===== src/rtl/bresenham_line_rasterizer_core_defines.svh =====
// Assertion macros used by the back end of the line rasterizer RTL.
`ifndef BRESENHAM_LINE_RASTERIZER_CORE_DEFINES_SVH
`define BRESENHAM_LINE_RASTERIZER_CORE_DEFINES_SVH

// Condition must hold at every clock edge outside reset.
`define BLR_ASSERT_ALWAYS(lbl, cond, msg) \
  lbl: assert property (@(posedge clk) disable iff (rst) (cond)) else $error(msg);

// Antecedent in one cycle implies the consequent in the next cycle.
`define BLR_ASSERT_NEXT(lbl, ante, cons, msg) \
  lbl: assert property (@(posedge clk) disable iff (rst) (ante) |=> (cons)) else $error(msg);

`endif


===== src/rtl/blr_pkg.sv =====
// Shared types and constants of the line rasterizer.
package blr_pkg;

  // Direction flags of one line, decided by the front end.
  typedef struct packed {
    logic x_major;  // x advances on every cell
    logic x_neg;    // x steps toward smaller values
    logic y_neg;    // y steps toward smaller values
  } blr_dir_t;

  // Extra bits of the error term beyond the coordinate width.
  localparam int unsigned ERR_GUARD = 3;

  // Entries of the queue between front and back end.
  localparam int unsigned QUEUE_DEPTH = 2;

endpackage


===== src/rtl/blr_front.sv =====
// Front end: accepts line requests and sets up the stepping terms.
module blr_front
  import blr_pkg::*;
#(
  parameter int unsigned COORD_BITS = 6
) (
  input  logic                                 push,
  input  logic                                 q_full,
  input  logic signed [COORD_BITS-1:0]         start_x,
  input  logic signed [COORD_BITS-1:0]         start_y,
  input  logic signed [COORD_BITS-1:0]         end_x,
  input  logic signed [COORD_BITS-1:0]         end_y,
  output logic                                 q_push,
  output logic        [COORD_BITS-1:0]         q_x0,
  output logic        [COORD_BITS-1:0]         q_y0,
  output logic        [COORD_BITS-1:0]         q_major,
  output logic        [COORD_BITS-1:0]         q_minor,
  output logic signed [COORD_BITS+ERR_GUARD-1:0] q_err,
  output blr_dir_t                             q_dir
);

  logic signed [COORD_BITS:0]   dx;
  logic signed [COORD_BITS:0]   dy;
  logic        [COORD_BITS:0]   dx_abs;
  logic        [COORD_BITS:0]   dy_abs;
  logic        [COORD_BITS-1:0] ax;
  logic        [COORD_BITS-1:0] ay;
  logic                         x_major;

  always_comb begin
    dx = {end_x[COORD_BITS-1], end_x} - {start_x[COORD_BITS-1], start_x};
    dy = {end_y[COORD_BITS-1], end_y} - {start_y[COORD_BITS-1], start_y};
    dx_abs = dx[COORD_BITS] ? -dx : dx;
    dy_abs = dy[COORD_BITS] ? -dy : dy;
    ax = dx_abs[COORD_BITS-1:0];
    ay = dy_abs[COORD_BITS-1:0];
    // Ties go to the y axis.
    x_major = ax > ay;

    q_major = x_major ? ax : ay;
    q_minor = x_major ? ay : ax;
    q_err = $signed({2'b00, q_minor, 1'b0}) - $signed({3'b000, q_major});

    q_dir.x_major = x_major;
    q_dir.x_neg   = dx[COORD_BITS] | (dx == '0);
    q_dir.y_neg   = dy[COORD_BITS] | (dy == '0);

    q_x0 = start_x;
    q_y0 = start_y;

    // Drop zero-length requests here: they produce no cells.
    q_push = push && !q_full && (q_major != '0);
  end

endmodule


===== src/rtl/blr_queue.sv =====
// Small FIFO of prepared lines between front and back end.
module blr_queue
  import blr_pkg::*;
#(
  parameter int unsigned WIDTH = 8
) (
  input  logic             clk,
  input  logic             rst,
  input  logic             wr_en,
  input  logic [WIDTH-1:0] wr_data,
  input  logic             rd_en,
  output logic [WIDTH-1:0] rd_data,
  output logic             full,
  output logic             empty
);

  localparam int unsigned PW = (QUEUE_DEPTH > 1) ? $clog2(QUEUE_DEPTH) : 1;
  localparam int unsigned CW = $clog2(QUEUE_DEPTH + 1);

  logic [WIDTH-1:0] slots [QUEUE_DEPTH];
  logic [PW-1:0]    wr_ptr;
  logic [PW-1:0]    rd_ptr;
  logic [CW-1:0]    count;
  logic             do_wr;
  logic             do_rd;

  assign full    = count == CW'(QUEUE_DEPTH);
  assign empty   = count == '0;
  assign do_wr   = wr_en && !full;
  assign do_rd   = rd_en && !empty;
  assign rd_data = slots[rd_ptr];

  function automatic logic [PW-1:0] ptr_inc(input logic [PW-1:0] p);
    ptr_inc = (p == PW'(QUEUE_DEPTH - 1)) ? '0 : p + PW'(1);
  endfunction

  always_ff @(posedge clk) begin
    if (do_wr) begin
      slots[wr_ptr] <= wr_data;
    end
  end

  always_ff @(posedge clk) begin
    if (rst) begin
      wr_ptr <= '0;
      rd_ptr <= '0;
      count  <= '0;
    end else begin
      if (do_wr) begin
        wr_ptr <= ptr_inc(wr_ptr);
      end
      if (do_rd) begin
        rd_ptr <= ptr_inc(rd_ptr);
      end
      if (do_wr && !do_rd) begin
        count <= count + CW'(1);
      end else if (do_rd && !do_wr) begin
        count <= count - CW'(1);
      end
    end
  end

endmodule


===== src/rtl/blr_back.sv =====
// Back end: steps along one line per cell and holds the result register.
module blr_back
  import blr_pkg::*;
#(
  parameter int unsigned COORD_BITS = 6
) (
  input  logic                                   clk,
  input  logic                                   rst,
  input  logic                                   q_empty,
  output logic                                   q_pop,
  input  logic        [COORD_BITS-1:0]           q_x0,
  input  logic        [COORD_BITS-1:0]           q_y0,
  input  logic        [COORD_BITS-1:0]           q_major,
  input  logic        [COORD_BITS-1:0]           q_minor,
  input  logic signed [COORD_BITS+ERR_GUARD-1:0] q_err,
  input  blr_dir_t                               q_dir,
  input  logic                                   pop,
  output logic                                   empty,
  output logic signed [COORD_BITS-1:0]           pixel_x,
  output logic signed [COORD_BITS-1:0]           pixel_y,
  output logic                                   last_pixel
);

`include "bresenham_line_rasterizer_core_defines.svh"

  localparam int unsigned EW = COORD_BITS + ERR_GUARD;

  typedef enum logic {
    ST_IDLE,
    ST_RUN
  } bk_state_t;

  bk_state_t                state;
  logic [COORD_BITS-1:0]    cx;
  logic [COORD_BITS-1:0]    cy;
  logic signed [EW-1:0]     err;
  logic signed [EW-1:0]     min2;
  logic signed [EW-1:0]     delta;
  logic [COORD_BITS-1:0]    remain;
  blr_dir_t                 dir;
  logic                     ovalid;

  logic                     out_free;
  logic                     load;
  logic                     emit;
  logic                     err_pos;
  logic                     last;
  logic                     step_x;
  logic                     step_y;
  logic signed [EW-1:0]     err_next;
  logic [COORD_BITS-1:0]    cx_next;
  logic [COORD_BITS-1:0]    cy_next;

  always_comb begin
    out_free = !ovalid || pop;
    load     = (state == ST_IDLE) && !q_empty;
    emit     = (state == ST_RUN) && out_free;
    err_pos  = !err[EW-1];
    last     = remain == COORD_BITS'(1);
    step_x   = dir.x_major || err_pos;
    step_y   = !dir.x_major || err_pos;
    err_next = err + (err_pos ? delta : min2);
    cx_next  = step_x ? (dir.x_neg ? cx - COORD_BITS'(1) : cx + COORD_BITS'(1)) : cx;
    cy_next  = step_y ? (dir.y_neg ? cy - COORD_BITS'(1) : cy + COORD_BITS'(1)) : cy;
  end

  assign q_pop = load;
  assign empty = !ovalid;

  always_ff @(posedge clk) begin
    if (rst) begin
      state  <= ST_IDLE;
      ovalid <= 1'b0;
    end else begin
      if (emit) begin
        ovalid <= 1'b1;
      end else if (pop) begin
        ovalid <= 1'b0;
      end
      unique case (state)
        ST_IDLE: begin
          if (load) begin
            cx     <= q_x0;
            cy     <= q_y0;
            err    <= q_err;
            min2   <= $signed({2'b00, q_minor, 1'b0});
            delta  <= $signed({2'b00, q_minor, 1'b0}) - $signed({2'b00, q_major, 1'b0});
            remain <= q_major;
            dir    <= q_dir;
            state  <= ST_RUN;
          end
        end
        ST_RUN: begin
          if (emit) begin
            pixel_x    <= cx;
            pixel_y    <= cy;
            last_pixel <= last;
            cx         <= cx_next;
            cy         <= cy_next;
            err        <= err_next;
            remain     <= remain - COORD_BITS'(1);
            if (last) begin
              state <= ST_IDLE;
            end
          end
        end
        default: state <= ST_IDLE;
      endcase
    end
  end

  `BLR_ASSERT_ALWAYS(a_run_has_cells, !(state == ST_RUN && remain == '0), "running with no cells left")
  `BLR_ASSERT_NEXT(a_last_ends_run, emit && last, state == ST_IDLE, "run did not end on last cell")
  `BLR_ASSERT_NEXT(a_load_nonempty, load, state == ST_RUN && remain != '0, "zero-length line loaded")
  `BLR_ASSERT_NEXT(a_emit_fills_out, emit, !empty, "emitted cell not presented")

endmodule


===== src/rtl/bresenham_line_rasterizer_core.sv =====
// Top level of the Bresenham line rasterizer.
//
// Usage:
//   Request side is a queue write port: present start_x/start_y/end_x/end_y
//   with push high; the request is taken on a clock edge where full is low.
//   Result side is a queue read port: while empty is low, pixel_x, pixel_y
//   and last_pixel show the oldest cell; pop high on an edge takes it.
//   Cells of a line come out in order from the start point, stopping one
//   cell short of the end point; last_pixel marks the final cell. A request
//   with equal endpoints yields nothing.
// Timing:
//   A taken request waits in the queue until the stepper is idle and loads
//   it; the first cell of the line then fills the output register. The
//   stepper produces one cell per cycle while that register is free, and a
//   line has N cells (N = major-axis distance, at most 2^COORD_BITS - 1).
//   A two-entry queue lets requests be taken while a line is still drawn.
// Reset (rst, synchronous) empties the queue and the output register.
// Stall: with pop low the output register holds its cell and the stepper
//   waits; once the queue fills, full rises and requests are held off.
module bresenham_line_rasterizer_core
  import blr_pkg::*;
#(
  parameter int unsigned COORD_BITS = 6
) (
  input  logic                         clk,
  input  logic                         rst,
  input  logic                         push,
  output logic                         full,
  input  logic signed [COORD_BITS-1:0] start_x,
  input  logic signed [COORD_BITS-1:0] start_y,
  input  logic signed [COORD_BITS-1:0] end_x,
  input  logic signed [COORD_BITS-1:0] end_y,
  output logic                         empty,
  input  logic                         pop,
  output logic signed [COORD_BITS-1:0] pixel_x,
  output logic signed [COORD_BITS-1:0] pixel_y,
  output logic                         last_pixel
);

  localparam int unsigned EW = COORD_BITS + ERR_GUARD;
  // Queue entry: x0, y0, major, minor, initial error, direction flags.
  localparam int unsigned QW = 4 * COORD_BITS + EW + $bits(blr_dir_t);

  logic                  f_push;
  logic [COORD_BITS-1:0] f_x0;
  logic [COORD_BITS-1:0] f_y0;
  logic [COORD_BITS-1:0] f_major;
  logic [COORD_BITS-1:0] f_minor;
  logic signed [EW-1:0]  f_err;
  blr_dir_t              f_dir;

  logic                  q_full;
  logic                  q_empty;
  logic                  q_pop;
  logic [QW-1:0]         q_rd;

  logic [COORD_BITS-1:0] b_x0;
  logic [COORD_BITS-1:0] b_y0;
  logic [COORD_BITS-1:0] b_major;
  logic [COORD_BITS-1:0] b_minor;
  logic signed [EW-1:0]  b_err;
  blr_dir_t              b_dir;

  // Hold off requests only when the queue has no room.
  assign full = q_full;

  // Classify the request and set up the error term.
  blr_front #(
    .COORD_BITS(COORD_BITS)
  ) u_front (
    .push    (push),
    .q_full  (q_full),
    .start_x (start_x),
    .start_y (start_y),
    .end_x   (end_x),
    .end_y   (end_y),
    .q_push  (f_push),
    .q_x0    (f_x0),
    .q_y0    (f_y0),
    .q_major (f_major),
    .q_minor (f_minor),
    .q_err   (f_err),
    .q_dir   (f_dir)
  );

  // Decouple setup from stepping.
  blr_queue #(
    .WIDTH(QW)
  ) u_queue (
    .clk     (clk),
    .rst     (rst),
    .wr_en   (f_push),
    .wr_data ({f_x0, f_y0, f_major, f_minor, f_err, f_dir}),
    .rd_en   (q_pop),
    .rd_data (q_rd),
    .full    (q_full),
    .empty   (q_empty)
  );

  assign {b_x0, b_y0, b_major, b_minor, b_err, b_dir} = q_rd;

  // Step along the line, one cell per cycle into the output register while it is free.
  blr_back #(
    .COORD_BITS(COORD_BITS)
  ) u_back (
    .clk        (clk),
    .rst        (rst),
    .q_empty    (q_empty),
    .q_pop      (q_pop),
    .q_x0       (b_x0),
    .q_y0       (b_y0),
    .q_major    (b_major),
    .q_minor    (b_minor),
    .q_err      (b_err),
    .q_dir      (b_dir),
    .pop        (pop),
    .empty      (empty),
    .pixel_x    (pixel_x),
    .pixel_y    (pixel_y),
    .last_pixel (last_pixel)
  );

endmodule


===== config.mk =====
export PLATFORM = sky130hd
export DESIGN_NAME = bresenham_line_rasterizer_core
export DESIGN_NICKNAME = d
export VERILOG_FILES = /design/src/rtl/blr_pkg.sv /design/src/rtl/blr_front.sv /design/src/rtl/blr_queue.sv /design/src/rtl/blr_back.sv /design/src/rtl/bresenham_line_rasterizer_core.sv
export VERILOG_INCLUDE_DIRS = /design/src /design/src/rtl
export SDC_FILE = /design/constraint.sdc
export NUM_CORES = 1
export LEC_CHECK = 0
export BUFFER_PORTS_ARGS = -buffer_cell sky130_fd_sc_hd__buf_2
export CAP_MARGIN = 15
export CORE_UTILIZATION = 29
export DETAILED_ROUTE_END_ITERATION = 8
export SYNTH_ARGS = -nofsm -noshare
export SYNTH_HDL_FRONTEND = slang
export SYNTH_SLANG_ARGS = --single-unit

===== constraint.sdc =====
create_clock -name clk -period 14.1 [get_ports clk]
set_input_delay 0 -clock clk [delete_from_list [all_inputs] [get_ports clk]]
set_output_delay 0 -clock clk [all_outputs]
set_load 0.05 [all_outputs]

# Yosys cells after proc, flatten, opt, wreduce, memory -nomap -nowiden
# Memory sizes are Yosys's and may differ from the RTL's. A register that Yosys moved wholly into a read port is not among the register bits.
# Cells that the tools add are included.
# totals
word_cells,109
latch_bits,0
ram_bits,72
reg_bits,64
mem_bits_ro,0
memories,1
# mem_list
memory,depth,width,read_ports,rd_clocked_by_memory_dff,wr,line,source
u_queue.slots,2,36,1,1,1,blr_queue.sv:20,logic [WIDTH-1:0] slots [QUEUE_DEPTH];
# classes
n_reduce_logical,29
mul,0
bitwise_logic,4
addsub,16
shift,0
n_div,0
n_eq_ne,6
order_cmp,1
n_mux,35
# op_table
operator,n
6-bit two-way mux,14
6-bit one-hot mux with 2 select lines,3
9-bit two-way mux,3
9-bit one-hot mux with 2 select lines,1
6-bit by 1-bit subtractor with 6-bit output (second input constant),3
7-bit zero test,2
6-bit by 6-bit subtractor with 7-bit output,2
6-bit by 1-bit adder with 6-bit output (second input constant),2
6-bit negation,2
1-bit two-way mux,11
9-bit adder,1
3-bit AND reduction,3
1-bit logical AND,8
2-bit inequality test (second input constant),4
4-bit AND reduction,2
7-bit by 6-bit subtractor with 8-bit output,1
7-bit by 7-bit subtractor with 8-bit output,1
1-bit zero test,7
6-bit by 1-bit == test with 1-bit output (second input constant),1
6-bit greater-than comparator,1
6-bit nonzero test,1
2-bit two-way mux,2
2-bit nonzero test,2
1-bit logical OR,3
8 further kinds,11

# Depth between registers and ports, before layout
# logic_depth
depth_word,12
mapped_depth,26
depth_no_buf,25

# By module
# From an unflattened synthesis, not the netlist that was laid out.
# hier_totals
hier_cells,620
area_unflattened_um2,7651.1
# by_module_without_submodules
mod,seq_area_each_um2,cells_each,area_per_inst_um2,instances
blr_back,1691.6,273,3259.4,1
blr_queue,2262.2,137,2807.7,1
blr_front,0.0,210,1584.0,1

# Least setup slack after synthesis
# No wires, ideal clock.
# synth_timing
path_type,input to register
startpoint,input end_x[0]
endpoint,"memory u_queue.slots[0][0] in the netlist's numbering, enable pin"
setup_ps,429
path_buffers,0
stages,19
path_slack_ps,8733
t_required_ps,13671
t_arrival_ps,4937
path_cell_list,inv_1 -> ha_1 -> inv_1 -> fa_1 -> a211oi_2 -> nor3b_4 -> o31a_1 -> mux2i_1 -> inv_1 -> ha_1 -> nor2b_1 -> o21a_1 -> o21ai_0 -> a21oi_1 -> nor3_2 -> o21ai_4 -> mux2i_1 -> o311a_1 -> nor2b_1
# synth_via
elab_chain_cells,10
# synth_lines
item,line,source
from (decl),bresenham_line_rasterizer_core.sv:31,"input logic signed [COORD_BITS-1:0] end_x,"
6-bit by 6-bit subtractor with 7-bit output *,blr_front.sv:31,"dx = {end_x[COORD_BITS-1], end_x} - {start_x[COORD_BITS-1], start_x};"
6-bit negation,blr_front.sv:33,dx_abs = dx[COORD_BITS] ? -dx : dx;
6-bit two-way mux *,blr_front.sv:33,
6-bit greater-than comparator,blr_front.sv:38,x_major = ax > ay;
6-bit two-way mux *,blr_front.sv:40,q_major = x_major ? ax : ay;
6-bit nonzero test *,blr_front.sv:52,q_push = push && !q_full && (q_major != '0);
1-bit logical AND *,blr_front.sv:52,
1-bit logical AND *,blr_queue.sv:29,assign do_wr = wr_en && !full;
named net u_queue.do_wr,blr_queue.sv:24,logic do_wr;
1-bit two-way mux *,blr_queue.sv:38,if (do_wr) begin
1-bit two-way mux (implied by the code) *,blr_queue.sv:39,slots[wr_ptr] <= wr_data;
to (decl),blr_queue.sv:20,
# Mark *: on every way through the listed nets, which the timed path passes. The rest lies on a longest branch.

# Final worst setup path
# layout_timing
startpoint,input start_x[0]
endpoint,"memory u_queue.slots[0][11] in the netlist's numbering, data pin"
# layout_via
elab_chain_cells,6
elab_cells_between_ends,7
cone_classes,3 x add/sub; 1 x order compare; 3 x mux
# layout_lines
item,line,source
from (decl),bresenham_line_rasterizer_core.sv:29,"input logic signed [COORD_BITS-1:0] start_x,"
6-bit by 6-bit subtractor with 7-bit output *,blr_front.sv:31,
6-bit negation,blr_front.sv:33,
6-bit two-way mux *,blr_front.sv:33,
6-bit greater-than comparator,blr_front.sv:38,
"6-bit two-way mux, on equally long branches","blr_front.sv:41, blr_front.sv:40",
7-bit by 6-bit subtractor with 8-bit output *,blr_front.sv:42,"q_err = $signed({2'b00, q_minor, 1'b0}) - $signed({3'b000, q_major});"
named net f_err[7],bresenham_line_rasterizer_core.sv:49,logic signed [EW-1:0] f_err;
# Marked as above.

==> impl_metrics.xml <==
<?xml version="1.0" encoding="UTF-8"?>
<metrics>
  <group name="global_routing">
    <metric name="pin_count_of_the_biggest_net_entering_global_routing" unit="">54</metric>
    <metric name="grt_use_total" unit="">0.121</metric>
    <metric name="routing_layer_with_the_top_usage_in_global_route" unit="">met2</metric>
    <metric name="grt_use_met2" unit="">0.198</metric>
    <metric name="wire_length_of_the_first_global_routing_pass" unit="um">22700</metric>
    <metric name="use_met1" unit="">0.152</metric>
    <metric name="first_global_vias" unit="">4455</metric>
    <metric name="antenna_violations_before_repair" unit="">0</metric>
    <metric name="globalRoute.totalOverflow" unit="">0</metric>
    <metric name="grtUsageMet3" unit="">0.0289</metric>
  </group>
  <group name="final_layout">
    <metric name="drive_above_1_share" unit="">0.172</metric>
    <metric name="stdcell_area" unit="um^2">8460</metric>
    <metric name="largest_register_ff_count" unit="">68</metric>
    <metric name="area_delta_synth_final" unit="%">19.1</metric>
    <metric name="nNetsFinal" unit="">732</metric>
    <metric name="top_regs" unit="">u_queue.slots (68), u_back.err (8), u_back.delta (7)</metric>
    <metric name="number_of_filler_cells_placed_in_the_layout" unit="">2335</metric>
    <metric name="biggest_register" unit="">u_queue.slots</metric>
    <metric name="insertedDiodeCount" unit="">0</metric>
  </group>
  <group name="synth">
    <metric name="synth_common_cells" unit="">edfxtp_1 (123), inv_1 (59), ha_1 (48)</metric>
    <metric name="synth_seq_area_share" unit="">0.540</metric>
    <metric name="count_of_flip_flops_with_a_built_in_enable_after_synthesis" unit="">123</metric>
    <metric name="netlist-cell-type-count" unit="">53</metric>
    <metric name="syn_avg_cell_area" unit="um^2">12.2</metric>
    <metric name="post_synth_inst_count" unit="">580</metric>
    <metric name="ys_top_cells_by_area" unit="">edfxtp_1 (52%), ha_1 (8.5%), mux2i_1 (4.4%), xnor2_1 (3.5%), inv_1 (3.1%)</metric>
    <metric name="synth-main-ff-cell" unit="">edfxtp_1</metric>
    <metric name="total_nets_after_synthesis" unit="">663</metric>
    <metric name="async_reset_ff_frac" unit="">0</metric>
    <metric name="synth_most_common_cell" unit="">edfxtp_1</metric>
    <metric name="synth_top_area_share" unit="">0.520</metric>
    <metric name="synth_warnings" unit="">0</metric>
    <metric name="ys_seq_elements" unit="">130</metric>
    <metric name="synth_top_area_cell" unit="">edfxtp_1</metric>
    <metric name="mappedNetlistArea" unit="um^2">7100</metric>
  </group>
  <group name="floorplanning">
    <metric name="fp-row-count" unit="">56</metric>
    <metric name="pin_count" unit="">43</metric>
    <metric name="dieArea" unit="um^2">25100</metric>
    <metric name="initial_standard_cell_utilization_of_the_core" unit="">0.299</metric>
    <metric name="placeable_core_region" unit="um^2">23800</metric>
    <metric name="die_height" unit="um">159</metric>
    <metric name="floorplan.die.width" unit="um">159</metric>
  </group>
  <group name="power">
    <metric name="seqPwrFrac" unit="">0.345</metric>
    <metric name="p_sw" unit="mW">0.738</metric>
    <metric name="share_clk_of_total_power" unit="">0.213</metric>
    <metric name="power_per_cell_area" unit="nW/um^2">239</metric>
    <metric name="logic_pwr_share" unit="">0.441</metric>
    <metric name="power.share.switching" unit="">0.365</metric>
    <metric name="vdd_ir_drop_max" unit="mV">0.100</metric>
    <metric name="p_int" unit="mW">1.28</metric>
    <metric name="leakagePower" unit="nW">3.30</metric>
  </group>
  <group name="clocking">
    <metric name="cts-resized-gates" unit="">0</metric>
    <metric name="buffer_levels_on_the_longest_clock_path" unit="">2</metric>
    <metric name="clkLatencyLatePin" unit="ns">0.42</metric>
    <metric name="tritoncts" unit="">done</metric>
    <metric name="cts_root_buffer" unit="">clkbuf_16</metric>
    <metric name="post_cts.repair.setup_buffers" unit="">0</metric>
    <metric name="cts.sinks" unit="">130</metric>
    <metric name="clkTransAtPathRegs" unit="ns">0.06</metric>
    <metric name="ctsHtreeMaxLevel" unit="">4</metric>
    <metric name="cts_made_buffers" unit="">17</metric>
  </group>
  <group name="worst_setup_path">
    <metric name="cp-end-kind" unit="">flip-flop</metric>
    <metric name="path_max_fanout" unit="">18</metric>
    <metric name="required_time_at_the_worst_slack_endpoint" unit="ns">14.23</metric>
    <metric name="critical_path.startpoint_type" unit="">primary input</metric>
    <metric name="criticalPathCategory" unit="">primary input to flip-flop</metric>
    <metric name="crit_arrival" unit="ns">6.24</metric>
  </group>
  <group name="status">
    <metric name="status" unit="">finished clean</metric>
  </group>
  <group name="timing">
    <metric name="rsz0062_at_grt" unit="">no</metric>
    <metric name="clock-skew-final" unit="ns">0.00676</metric>
    <metric name="fin_max_slew_vios" unit="">0</metric>
    <metric name="fin_tns_setup" unit="ns">0</metric>
    <metric name="final.min_clock_period" unit="ns">6.12</metric>
    <metric name="period_share" unit="">0.434</metric>
    <metric name="slew_at_the_pin_closest_to_its_max_slew_limit" unit="ns">0.785</metric>
    <metric name="finalHoldViolCount" unit="">0</metric>
    <metric name="maxSlewHeadroom" unit="">0.474</metric>
    <metric name="max_freq" unit="MHz">163</metric>
    <metric name="setup_viol_count_final" unit="">0</metric>
  </group>
  <group name="place">
    <metric name="place.detailed.hpwl" unit="um">10100</metric>
    <metric name="finalWeightedCongestion" unit="">0.851</metric>
    <metric name="io_buffer_count" unit="">42</metric>
    <metric name="total_cell_area_at_the_placement_stage" unit="um^2">7720</metric>
  </group>
  <group name="drt">
    <metric name="routed_wl" unit="um">13900</metric>
    <metric name="num_vias" unit="">4427</metric>
    <metric name="vias_per_cell" unit="">4.51</metric>
    <metric name="wire_per_inst" unit="um">14.2</metric>
    <metric name="firstDrtPassIters" unit="">4</metric>
    <metric name="antenna_left" unit="">0</metric>
    <metric name="detail_route.iter0.violations" unit="">260</metric>
    <metric name="detail_route.drc_violations" unit="">0</metric>
  </group>
  <group name="min_path">
    <metric name="worst_hold_path_type" unit="">primary input to flip-flop</metric>
  </group>
  <group name="flow_run">
    <metric name="max-cap-violations" unit="">0</metric>
  </group>
</metrics>
==> area by class of cell <==
type                    count  area (um^2)  area share
clock inverters            15          160      0.0189
repair buffers             64          417      0.0492
well taps                 319          399      0.0472
inverters                  59          221      0.0262
multi-input cells         377         3000       0.355
clock buffers              17          425      0.0503
flip-flops and latches    130         3840       0.453
==> logic make-up (layout without fill, tap and decap cells) <==
logic type,count (synthesis),in the layout,share of synthesized area
multiplexers,49,49,0.0727
buffers and inverters,73,155,0.0386
AND/OR/NAND/NOR,112,112,0.0801
adder cells (fa/ha/maj),55,55,0.104
flip-flops,130,130,0.540
XOR/XNOR,45,45,0.0555
AO/OA/AOI/OAI,116,116,0.109
==> what timing repair did <==
action | in CTS | in global routing
hold buffers | 15 | 0
hold endpoints to repair | 30 | 0
endpoints found under the setup margin | 0 | 0
==> power groups by stage <==
stage               clock network, mW  registers, mW  logic [mW]
floorplan                           0          0.709       0.680
global placement                    0          0.703       0.873
detailed placement                  0          0.707       0.891
CTS                             0.440          0.699       0.903
global route                    0.456          0.711        1.01
finish                          0.431          0.697       0.891
==> cell usage in the layout (no fill, tap or decap), types with 10 or more instances in the layout <==
master	Yosys	layout
nor2b_1	13	12
o21ai_0	23	23
nand2_1	23	23
a21oi_1	36	36
clkbuf_16	0	17
a21o_1	11	11
inv_1	59	59
edfxtp_1	123	123
xor2_1	17	17
mux2i_1	31	31
nor2_1	39	39
nand2b_1	10	10
xnor2_1	28	28
ha_1	48	48
mux2_2	17	17
dlygate4sd3_1	0	15
buf_2	0	42
==> final timing paths <==
kind | startpoint | to | slack [ns] | cells past startpoint
setup / recovery | start_x[0] | u_queue.slots[0][11] | 7.98 | 24
hold / removal | push | u_queue.wr_ptr | 0.07 | 3
setup reg to reg | u_back.err[8] | u_back.err[8] | 11.30 | 11
hold reg to reg | u_back.cx[4] | u_back.pixel_x[4] | 0.46 | 0
==> per-stage QoR <==
| step | instances | hold WS, ns | power [mW] | utilization | setup WS, ns |
|---|---|---|---|---|---|
| final | 981 | 0.0678 | 2.02 | 0.356 | 7.98 |
| after global routing | 981 | 0.0635 | 2.17 | 0.356 | 7.60 |
| after CTS | 980 | 0.0485 | 2.04 | 0.356 | 8.08 |
| after detailed placement | 933 | 0.206 | 1.60 | 0.325 | 8.14 |
| after global placement | 933 | 0.206 | 1.58 | 0.325 | 8.38 |
| after floorplan | 580 | 0.0989 | 1.39 | - | 8.73 |
==> worst max-delay path: stages <==
cell,delay [ns]
dlygate4sd3_1,0.52
buf_2,0.13
ha_1,0.16
inv_1,0.05
fa_1,0.41
a211oi_2,0.34
nor3b_4,0.12
o31a_1,0.37
mux2i_1,0.33
inv_1,0.10
ha_1,0.30
nor2b_1,0.13
o21a_1,0.11
o21ai_0,0.07
a21oi_1,0.33
nor3_2,0.14
o21ai_4,0.45
mux2_2,0.41
ha_1,0.32
a211o_1,0.30
o31a_1,0.25
a31oi_1,0.23
nor2_1,0.07
a2111oi_0,0.58
==> per-layer routing <==
| metal | wire (um) | up-vias |
|---|---|---|
| met4 | 223 | 0 |
| met3 | 529 | 15 |
| met5 | 0 | - |
| li1 | - | 2241 |
| met2 | 6580 | 56 |
| met1 | 6580 | 2115 |
(Power assumes the default switching activity.)
